==> src/hw/rtl/spd_pkg.sv <==
// ----------------------------------------------------------------------------
// spd_pkg: shared types and constants for the status packet deframer
// Holds the framing constants and the command and status structs that pass
// between the controller and the datapath.
// ----------------------------------------------------------------------------
package spd_pkg;

   localparam logic [7:0] SYNC_A          = 8'd205;
   localparam logic [7:0] SYNC_B          = 8'd235;
   localparam logic [7:0] SYNC_C          = 8'd215;
   localparam logic [7:0] SEPARATOR_VALUE = 8'd32;
   localparam int         SEPARATOR_CHECKS = 7;
   localparam int         BYTES_PER_WORD = 5;

   // Word position within a payload: at most 255 / 5 = 51.
   localparam int         WPOS_W = 6;
   // Byte position within a five-byte group.
   localparam int         KPOS_W = 3;

   localparam logic [KPOS_W-1:0] KPOS_SEP  = 3'd4;
   localparam logic [KPOS_W-1:0] KPOS_TOP  = 3'd3;

   typedef struct packed {
      logic take;   // an input item is accepted this cycle
      logic read;   // read the word store at the emit index
      logic next;   // the current result item has been taken
   } spd_cmd_type;

   typedef struct packed {
      logic pkt_done;  // the offered byte completes a full-length payload
      logic idx_last;  // the emit index points at the final word
   } spd_status_type;

endpackage

==> src/hw/rtl/status_packet_deframer.sv <==
// ----------------------------------------------------------------------------
// status_packet_deframer: sync and length framed status packet receiver
// Received bytes enter on the req_ channel, one item per byte. The sequence
// 205,235,215 starts a packet wherever it appears; the next byte is the
// payload length. When a payload of five bytes per word for WORD_COUNT words
// completes, the rsp_ channel delivers WORD_COUNT items: the index, the
// little-endian 32-bit word, the separator check and a last marker.
// Bytes are taken one per cycle while no packet is being emitted. The byte
// that completes a full packet stops intake; the first word, and each further
// word once the previous one is taken, passes through the READ state and then
// appears in the SHOW state, since every word goes through one registered read
// of the word store. Intake resumes in the cycle after the last word is taken.
// A stalled receiver simply holds the current word on the rsp_ ports, and
// intake waits with it.
// Synchronous reset returns to byte intake with no packet in progress; the
// word store is not cleared, as every word is written before it is read.
// ----------------------------------------------------------------------------
module status_packet_deframer #(
   parameter int WORD_COUNT = 25
) (
   input  logic        clock,
   input  logic        reset,
   input  logic        req_valid,
   output logic        req_ready,
   input  logic [7:0]  req_rx_byte,
   output logic        rsp_valid,
   input  logic        rsp_ready,
   output logic [4:0]  rsp_word_index,
   output logic [31:0] rsp_word_value,
   output logic        rsp_separators_ok,
   output logic        rsp_last
);
   import spd_pkg::*;

   spd_cmd_type    cmd;
   spd_status_type status;

   spd_controller u_ctrl (
      .clock     (clock),
      .reset     (reset),
      .req_valid (req_valid),
      .req_ready (req_ready),
      .rsp_valid (rsp_valid),
      .rsp_ready (rsp_ready),
      .cmd       (cmd),
      .status    (status)
   );

   spd_datapath #(
      .WORD_COUNT (WORD_COUNT)
   ) u_dp (
      .clock         (clock),
      .reset         (reset),
      .cmd           (cmd),
      .status        (status),
      .rx_byte       (req_rx_byte),
      .word_index    (rsp_word_index),
      .word_value    (rsp_word_value),
      .separators_ok (rsp_separators_ok),
      .last          (rsp_last)
   );

endmodule

==> src/hw/rtl/spd_datapath.sv <==
// ----------------------------------------------------------------------------
// spd_datapath: byte framing, word assembly and word store
// Tracks the sync sequence, length and payload position, assembles words
// into a store, and reads them back one at a time for emission.
// ----------------------------------------------------------------------------
module spd_datapath #(
   parameter int WORD_COUNT = 25
) (
   input  logic                   clock,
   input  logic                   reset,
   input  spd_pkg::spd_cmd_type    cmd,
   output spd_pkg::spd_status_type status,
   input  logic [7:0]             rx_byte,
   output logic [4:0]             word_index,
   output logic [31:0]            word_value,
   output logic                   separators_ok,
   output logic                   last
);
   import spd_pkg::*;

   localparam int IDX_W = (WORD_COUNT > 1) ? $clog2(WORD_COUNT) : 1;
   localparam logic [7:0] FULL_LEN = 8'(BYTES_PER_WORD * WORD_COUNT);
   localparam logic [WPOS_W-1:0] WORD_LIMIT = WPOS_W'(WORD_COUNT);
   localparam logic [WPOS_W-1:0] SEP_LIMIT  = WPOS_W'(SEPARATOR_CHECKS);
   localparam logic [IDX_W-1:0] IDX_LAST    = IDX_W'(WORD_COUNT - 1);

   logic [15:0]       prior_ff, prior_in;
   logic              await_ff, await_in;
   logic [7:0]        tgt_ff, tgt_in;
   logic [7:0]        rcv_ff, rcv_in;
   logic [WPOS_W-1:0] wpos_ff, wpos_in;
   logic [KPOS_W-1:0] kpos_ff, kpos_in;
   logic              sep_ff, sep_in;
   logic [IDX_W-1:0]  idx_ff, idx_in;
   logic [23:0]       asm_ff;
   logic [31:0]       rd_data_ff;
   logic [31:0]       mem [WORD_COUNT];

   logic              is_sync;
   logic              payload;
   logic              complete;
   logic [7:0]        rcv_next;
   logic              store_word;

   assign is_sync  = (prior_ff[15:8] == SYNC_A) && (prior_ff[7:0] == SYNC_B)
                     && (rx_byte == SYNC_C);
   assign payload  = !is_sync && !await_ff && (rcv_ff < tgt_ff);
   assign rcv_next = rcv_ff + 8'd1;
   assign complete = payload && (rcv_next == tgt_ff);
   assign store_word = cmd.take && payload && (kpos_ff == KPOS_TOP)
                       && (wpos_ff < WORD_LIMIT);

   assign status.pkt_done = complete && (tgt_ff == FULL_LEN);
   assign status.idx_last = (idx_ff == IDX_LAST);

   always_comb begin
      prior_in = prior_ff;
      await_in = await_ff;
      tgt_in   = tgt_ff;
      rcv_in   = rcv_ff;
      wpos_in  = wpos_ff;
      kpos_in  = kpos_ff;
      sep_in   = sep_ff;
      if (cmd.take) begin
         prior_in = {prior_ff[7:0], rx_byte};
         if (is_sync) begin
            await_in = 1'b1;
            tgt_in   = '0;
            rcv_in   = '0;
            wpos_in  = '0;
            kpos_in  = '0;
            sep_in   = 1'b1;
         end else if (await_ff) begin
            tgt_in   = rx_byte;
            await_in = 1'b0;
         end else if (payload) begin
            if ((kpos_ff == KPOS_SEP) && (wpos_ff < SEP_LIMIT)
                && (wpos_ff < WORD_LIMIT) && (rx_byte != SEPARATOR_VALUE)) begin
               sep_in = 1'b0;
            end
            if (complete) begin
               // Any finished packet drops back to ignoring bytes until a sync.
               tgt_in  = '0;
               rcv_in  = '0;
               wpos_in = '0;
               kpos_in = '0;
            end else begin
               rcv_in = rcv_next;
               if (kpos_ff == KPOS_SEP) begin
                  kpos_in = '0;
                  wpos_in = wpos_ff + WPOS_W'(1);
               end else begin
                  kpos_in = kpos_ff + KPOS_W'(1);
               end
            end
         end
      end
   end

   always_comb begin
      idx_in = idx_ff;
      if (cmd.next) begin
         idx_in = status.idx_last ? '0 : idx_ff + IDX_W'(1);
      end
   end

   always_ff @(posedge clock) begin
      if (reset) begin
         prior_ff <= '0;
         await_ff <= 1'b0;
         tgt_ff   <= '0;
         rcv_ff   <= '0;
         wpos_ff  <= '0;
         kpos_ff  <= '0;
         sep_ff   <= 1'b1;
         idx_ff   <= '0;
      end else begin
         prior_ff <= prior_in;
         await_ff <= await_in;
         tgt_ff   <= tgt_in;
         rcv_ff   <= rcv_in;
         wpos_ff  <= wpos_in;
         kpos_ff  <= kpos_in;
         sep_ff   <= sep_in;
         idx_ff   <= idx_in;
      end
   end

   // The low three bytes of a word are held here until its top byte arrives.
   always_ff @(posedge clock) begin
      if (cmd.take && payload) begin
         case (kpos_ff)
            3'd0:    asm_ff[7:0]   <= rx_byte;
            3'd1:    asm_ff[15:8]  <= rx_byte;
            3'd2:    asm_ff[23:16] <= rx_byte;
            default: asm_ff        <= asm_ff;
         endcase
      end
   end

   always_ff @(posedge clock) begin
      if (store_word) begin
         mem[wpos_ff[IDX_W-1:0]] <= {rx_byte, asm_ff};
      end
   end

   always_ff @(posedge clock) begin
      if (cmd.read) begin
         rd_data_ff <= mem[idx_ff];
      end
   end

   assign word_index    = 5'(idx_ff);
   assign word_value    = rd_data_ff;
   assign separators_ok = sep_ff;
   assign last          = status.idx_last;

endmodule

==> src/hw/rtl/spd_controller.sv <==
// ----------------------------------------------------------------------------
// spd_controller: sequencing of byte intake and word emission
// Takes bytes while idle and, after a full-length packet, walks the word
// store through a read and a present step for each word.
// ----------------------------------------------------------------------------
module spd_controller (
   input  logic                   clock,
   input  logic                   reset,
   input  logic                   req_valid,
   output logic                   req_ready,
   output logic                   rsp_valid,
   input  logic                   rsp_ready,
   output spd_pkg::spd_cmd_type    cmd,
   input  spd_pkg::spd_status_type status
);
   import spd_pkg::*;

   localparam logic [1:0] ST_IDLE = 2'd0;
   localparam logic [1:0] ST_READ = 2'd1;
   localparam logic [1:0] ST_SHOW = 2'd2;

   logic [1:0] state_ff, state_in;

   assign req_ready = (state_ff == ST_IDLE);
   assign rsp_valid = (state_ff == ST_SHOW);

   always_comb begin
      state_in = state_ff;
      cmd.take = 1'b0;
      cmd.read = 1'b0;
      cmd.next = 1'b0;
      case (state_ff)
         ST_IDLE: begin
            cmd.take = req_valid;
            if (req_valid && status.pkt_done) begin
               state_in = ST_READ;
            end
         end
         ST_READ: begin
            cmd.read = 1'b1;
            state_in = ST_SHOW;
         end
         ST_SHOW: begin
            if (rsp_ready) begin
               cmd.next = 1'b1;
               state_in = status.idx_last ? ST_IDLE : ST_READ;
            end
         end
         default: begin
            state_in = ST_IDLE;
         end
      endcase
   end

   always_ff @(posedge clock) begin
      if (reset) begin
         state_ff <= ST_IDLE;
      end else begin
         state_ff <= state_in;
      end
   end

endmodule

==> config.mk <==
export PLATFORM = sky130hd
export DESIGN_NAME = status_packet_deframer
export DESIGN_NICKNAME = d
export VERILOG_FILES = /design/src/hw/rtl/spd_pkg.sv /design/src/hw/rtl/status_packet_deframer.sv /design/src/hw/rtl/spd_datapath.sv /design/src/hw/rtl/spd_controller.sv
export SDC_FILE = /design/constraint.sdc
export NUM_CORES = 1
export LEC_CHECK = 0
export BUFFER_PORTS_ARGS = -buffer_cell sky130_fd_sc_hd__buf_2
export CELL_PAD_IN_SITES_DETAIL_PLACEMENT = 1
export CELL_PAD_IN_SITES_GLOBAL_PLACEMENT = 1
export CORE_MARGIN = 3
export CORE_UTILIZATION = 50
export CTS_BUF_LIST = sky130_fd_sc_hd__clkbuf_16
export DETAILED_ROUTE_END_ITERATION = 6
export PLACE_DENSITY = 0.76
export RECOVER_POWER = 50
export SKIP_LAST_GASP = 1
export SLEW_MARGIN = 20
export SYNTH_ARGS = -nofsm -noshare
export SYNTH_HDL_FRONTEND = slang
export SYNTH_SLANG_ARGS = --single-unit
==> constraint.sdc <==
create_clock -name clock -period 18.7 [get_ports clock]
set_clock_uncertainty 0.05 [all_clocks]
set_input_delay 5.61 -clock clock [delete_from_list [all_inputs] [get_ports clock]]
set_output_delay 5.61 -clock clock [all_outputs]
set_load 0.005 [all_outputs]
==> impl_metrics.env <==
export IMPL_synth_compound_area_share=0.01924
export IMPL_post_cts_resized=0
export IMPL_coreArea_sq_um=69070
export IMPL_synth_edff_count=856
export IMPL_cts_buffers=90
export IMPL_routed_wl_um=90990
export IMPL_hold_class="flop to flop"
export IMPL_min_to="u_dp.prior_ff[13]$_SDFFE_PP0P_"
export IMPL_drt_first_pass_iters=6
export IMPL_fin_tns_setup_ns=0
export IMPL_worst_slew_pin_slew_ns=4.524
export IMPL_drv_cap=20
export IMPL_critPathLaunchType="input pin"
export IMPL_ant_nets=0
export IMPL_hold_depth=2
export IMPL_ios=53
export IMPL_critPathMaxFanout=33
export IMPL_finalCriticalPeriod_ns=9.882
export IMPL_drive_gt1_frac=0.2736
export IMPL_whs_ns=0.4101
export IMPL_clk_latency_ns=0.65
export IMPL_path_class="input pin to flop"
export IMPL_clock_sinks=906
export IMPL_cts_tree="done"
export IMPL_fp_dieH_um=270.8
export IMPL_grt_util_met3=0.04381
export IMPL_netlist_area_sq_um=35050
export IMPL_synth_ff_type="edfxtp_1"
export IMPL_drt_iter0_markers=2081
export IMPL_ys_ff_latch=906
export IMPL_synth_cell_type_count=61
export IMPL_rsz0062_at_grt="false"
export IMPL_ys_seq_area_frac=0.7620
export IMPL_gp_congestion=0.7967
export IMPL_end_kind="flop"
export IMPL_p_per_area_nw_per_um2=103.3
export IMPL_final_nets=1814
export IMPL_num_vias=17510
export IMPL_grt_pass1_vias=18340
export IMPL_regToRegEndpoint="u_dp.word_value[30]$_DFFE_PN_"
export IMPL_postCtsSetupRepairBufs=0
export IMPL_timing_fmax_ghz=0.1012
export IMPL_final_common_cell="edfxtp_1"
export IMPL_drc=0
export IMPL_ff2ff_path_depth=5
export IMPL_cts_buffer_depth=3
export IMPL_fin_ws_ns=8.818
export IMPL_die_x_um=270.8
export IMPL_finalMaxSlewViolations=672
export IMPL_use_met2=0.3961
export IMPL_worstSetupStartpoint="req_rx_byte[5]"
export IMPL_async_reset_ff_frac=0
export IMPL_synth_simple_area_share=0.03024
export IMPL_dpl_instance_area_sq_um=36620
export IMPL_synth_xor_area_frac=0.003499
export IMPL_finalSetupViolations=0
export IMPL_grt_busiest_layer="met2"
export IMPL_grt_pass1_wl_um=132600
export IMPL_grtUsageMet1=0.3622
export IMPL_wl_per_cell_um=32.65
export IMPL_dieArea_sq_um=73310
export IMPL_layout_cells_most_common_list="856 x edfxtp_1, 224 x mux4_2, 102 x nand2_1"
export IMPL_start_util=0.5075
export IMPL_status="finished with violations"
export IMPL_synth_nets=1710
export IMPL_viasPerCell=6.282
export IMPL_grt_max_degree=52
export IMPL_slew_headroom=-2.016
export IMPL_finalHoldViolCount=0
export IMPL_grt_ovfl_total=0
export IMPL_rows=96
export IMPL_clock_root_buffer="clkbuf_16"
export IMPL_arrival_ns=10.07
export IMPL_holdCritStartpoint="u_dp.prior_ff[13]$_SDFFE_PP0P_"
export IMPL_grt_usage=0.2511
export IMPL_hpwl_um=53470
export IMPL_io_buffers=52
export IMPL_dpl_worst_slack_ns=9.053
export IMPL_r2r_slack_ns=9.69
export IMPL_final_period_utilization=0.5284
export IMPL_antenna_found_initial=10
export IMPL_vdd_drop_max_mv=0.06055
export IMPL_yosysWarnings=0
export IMPL_area_growth_pct=13.89
export IMPL_r2r_start="u_dp.word_index[0]$_SDFFE_PP0P_"
export IMPL_cellLeakagePower_uw=0.01229
export IMPL_post_route_cell_area_sq_um=39920
export IMPL_ctsHoldBuffers=0
export IMPL_synthMuxAreaShare=0.1645
export IMPL_required_ns=18.89
export IMPL_avgSynthCellArea_sq_um=20.89
export IMPL_clkTransAtPathRegs_ns=0.06
export IMPL_netlist_instances=1678
export IMPL_htreeDepth=3
export IMPL_synth_top_family_by_area="multiplexers"
export IMPL_synthAdderAreaFrac=0.007140
export IMPL_violations="max-capacitance violations, max-slew violations"
logic make-up after synthesis:
kind of cell	after synthesis
flip-flops	906
multiplexers	290
AND/OR/NAND/NOR	225
buffers and inverters	112
AO/OA/AOI/OAI	111
adder cells (fa/ha/maj)	20
XOR/XNOR	14
layout make-up:
class	count	area, sq um
clock buffer	94	2352
sequential	906	26720
multi-input combinational	660	8064
clock inverter	69	765.7
antenna	3	7.507
fill	5829	29150
timing repair buffer	99	750.7
inverter	25	93.84
tap	931	1165
per-layer routing:
layer | vias to the layer above | part of all wire
met2 | 844 | 0.49
met5 | - | 0.00014
met4 | 2 | 0.029
met3 | 127 | 0.084
li1 | 7110 | -
met1 | 9424 | 0.40
synthesized netlist by cell type, types with 9 or more instances:
master / number / share of area
edfxtp_1: 856 / 0.73
mux4_2: 224 / 0.14
nand2_1: 102 / 0.011
clkbuf_1: 51 / 0.0055
dfxtp_1: 50 / 0.029
a21oi_1: 49 / 0.0070
nor2_1: 47 / 0.0050
mux2_2: 43 / 0.014
o21ai_0: 25 / 0.0036
buf_2: 23 / 0.0033
inv_1: 23 / 0.0025
mux2i_1: 22 / 0.0063
ha_1: 20 / 0.0071
nand3_1: 18 / 0.0026
nand4_1: 13 / 0.0023
xnor2_1: 9 / 0.0022
per-stage QoR:
step	utilization	instances	power (uW)
after global routing	0.5778	2784	4232
final	0.5780	2787	4123
after CTS	0.5753	2766	4144
after floorplan	-	1678	2244
after detailed placement	0.5302	2603	2257
after global placement	0.5282	2597	2255
worst max-delay path by stage:
stage	end	slack, ns	cells past startpoint
after CTS	u_dp.mem[11][19]$_DFFE_PP_	9.62	6
after global placement	u_dp.mem[20][13]$_DFFE_PP_	9.21	6
final	u_dp.mem[7][5]$_DFFE_PP_	8.82	6
after global routing	u_dp.word_value[31]$_DFFE_PN_	8.45	5
after detailed placement	u_dp.mem[5][5]$_DFFE_PP_	9.05	6
after floorplan	u_dp.mem[24][0]$_DFFE_PP_	8.28	5
critical path: stages:
cell	delay, ns
clkbuf_1	1.24
nor4b_1	0.15
and3_1	0.37
nor4_1	0.90
nand2_1	0.70
nor2_4	1.04
power breakdown:
part	internal [uW]	total (uW)	switching, uW
clock	1140	1910	766
combinational	2.53	18.7	16.2
sequential	2190	2200	1.18
flip-flops by register name (all words and copies together) (netlist names):
name / cells
u_dp.word_value: 32
u_dp.kpos_ff: 3
u_dp.prior_ff: 16
u_dp.rcv_ff: 8
u_dp.mem: 800
u_dp.word_index: 5
u_dp.wpos_ff: 6
u_ctrl.state_ff: 2
u_dp.await_ff: 1
u_dp.tgt_ff: 8
u_dp.separators_ok: 1
u_dp.asm_ff: 24
No activity file was read; power rests on OpenSTA's default activity.
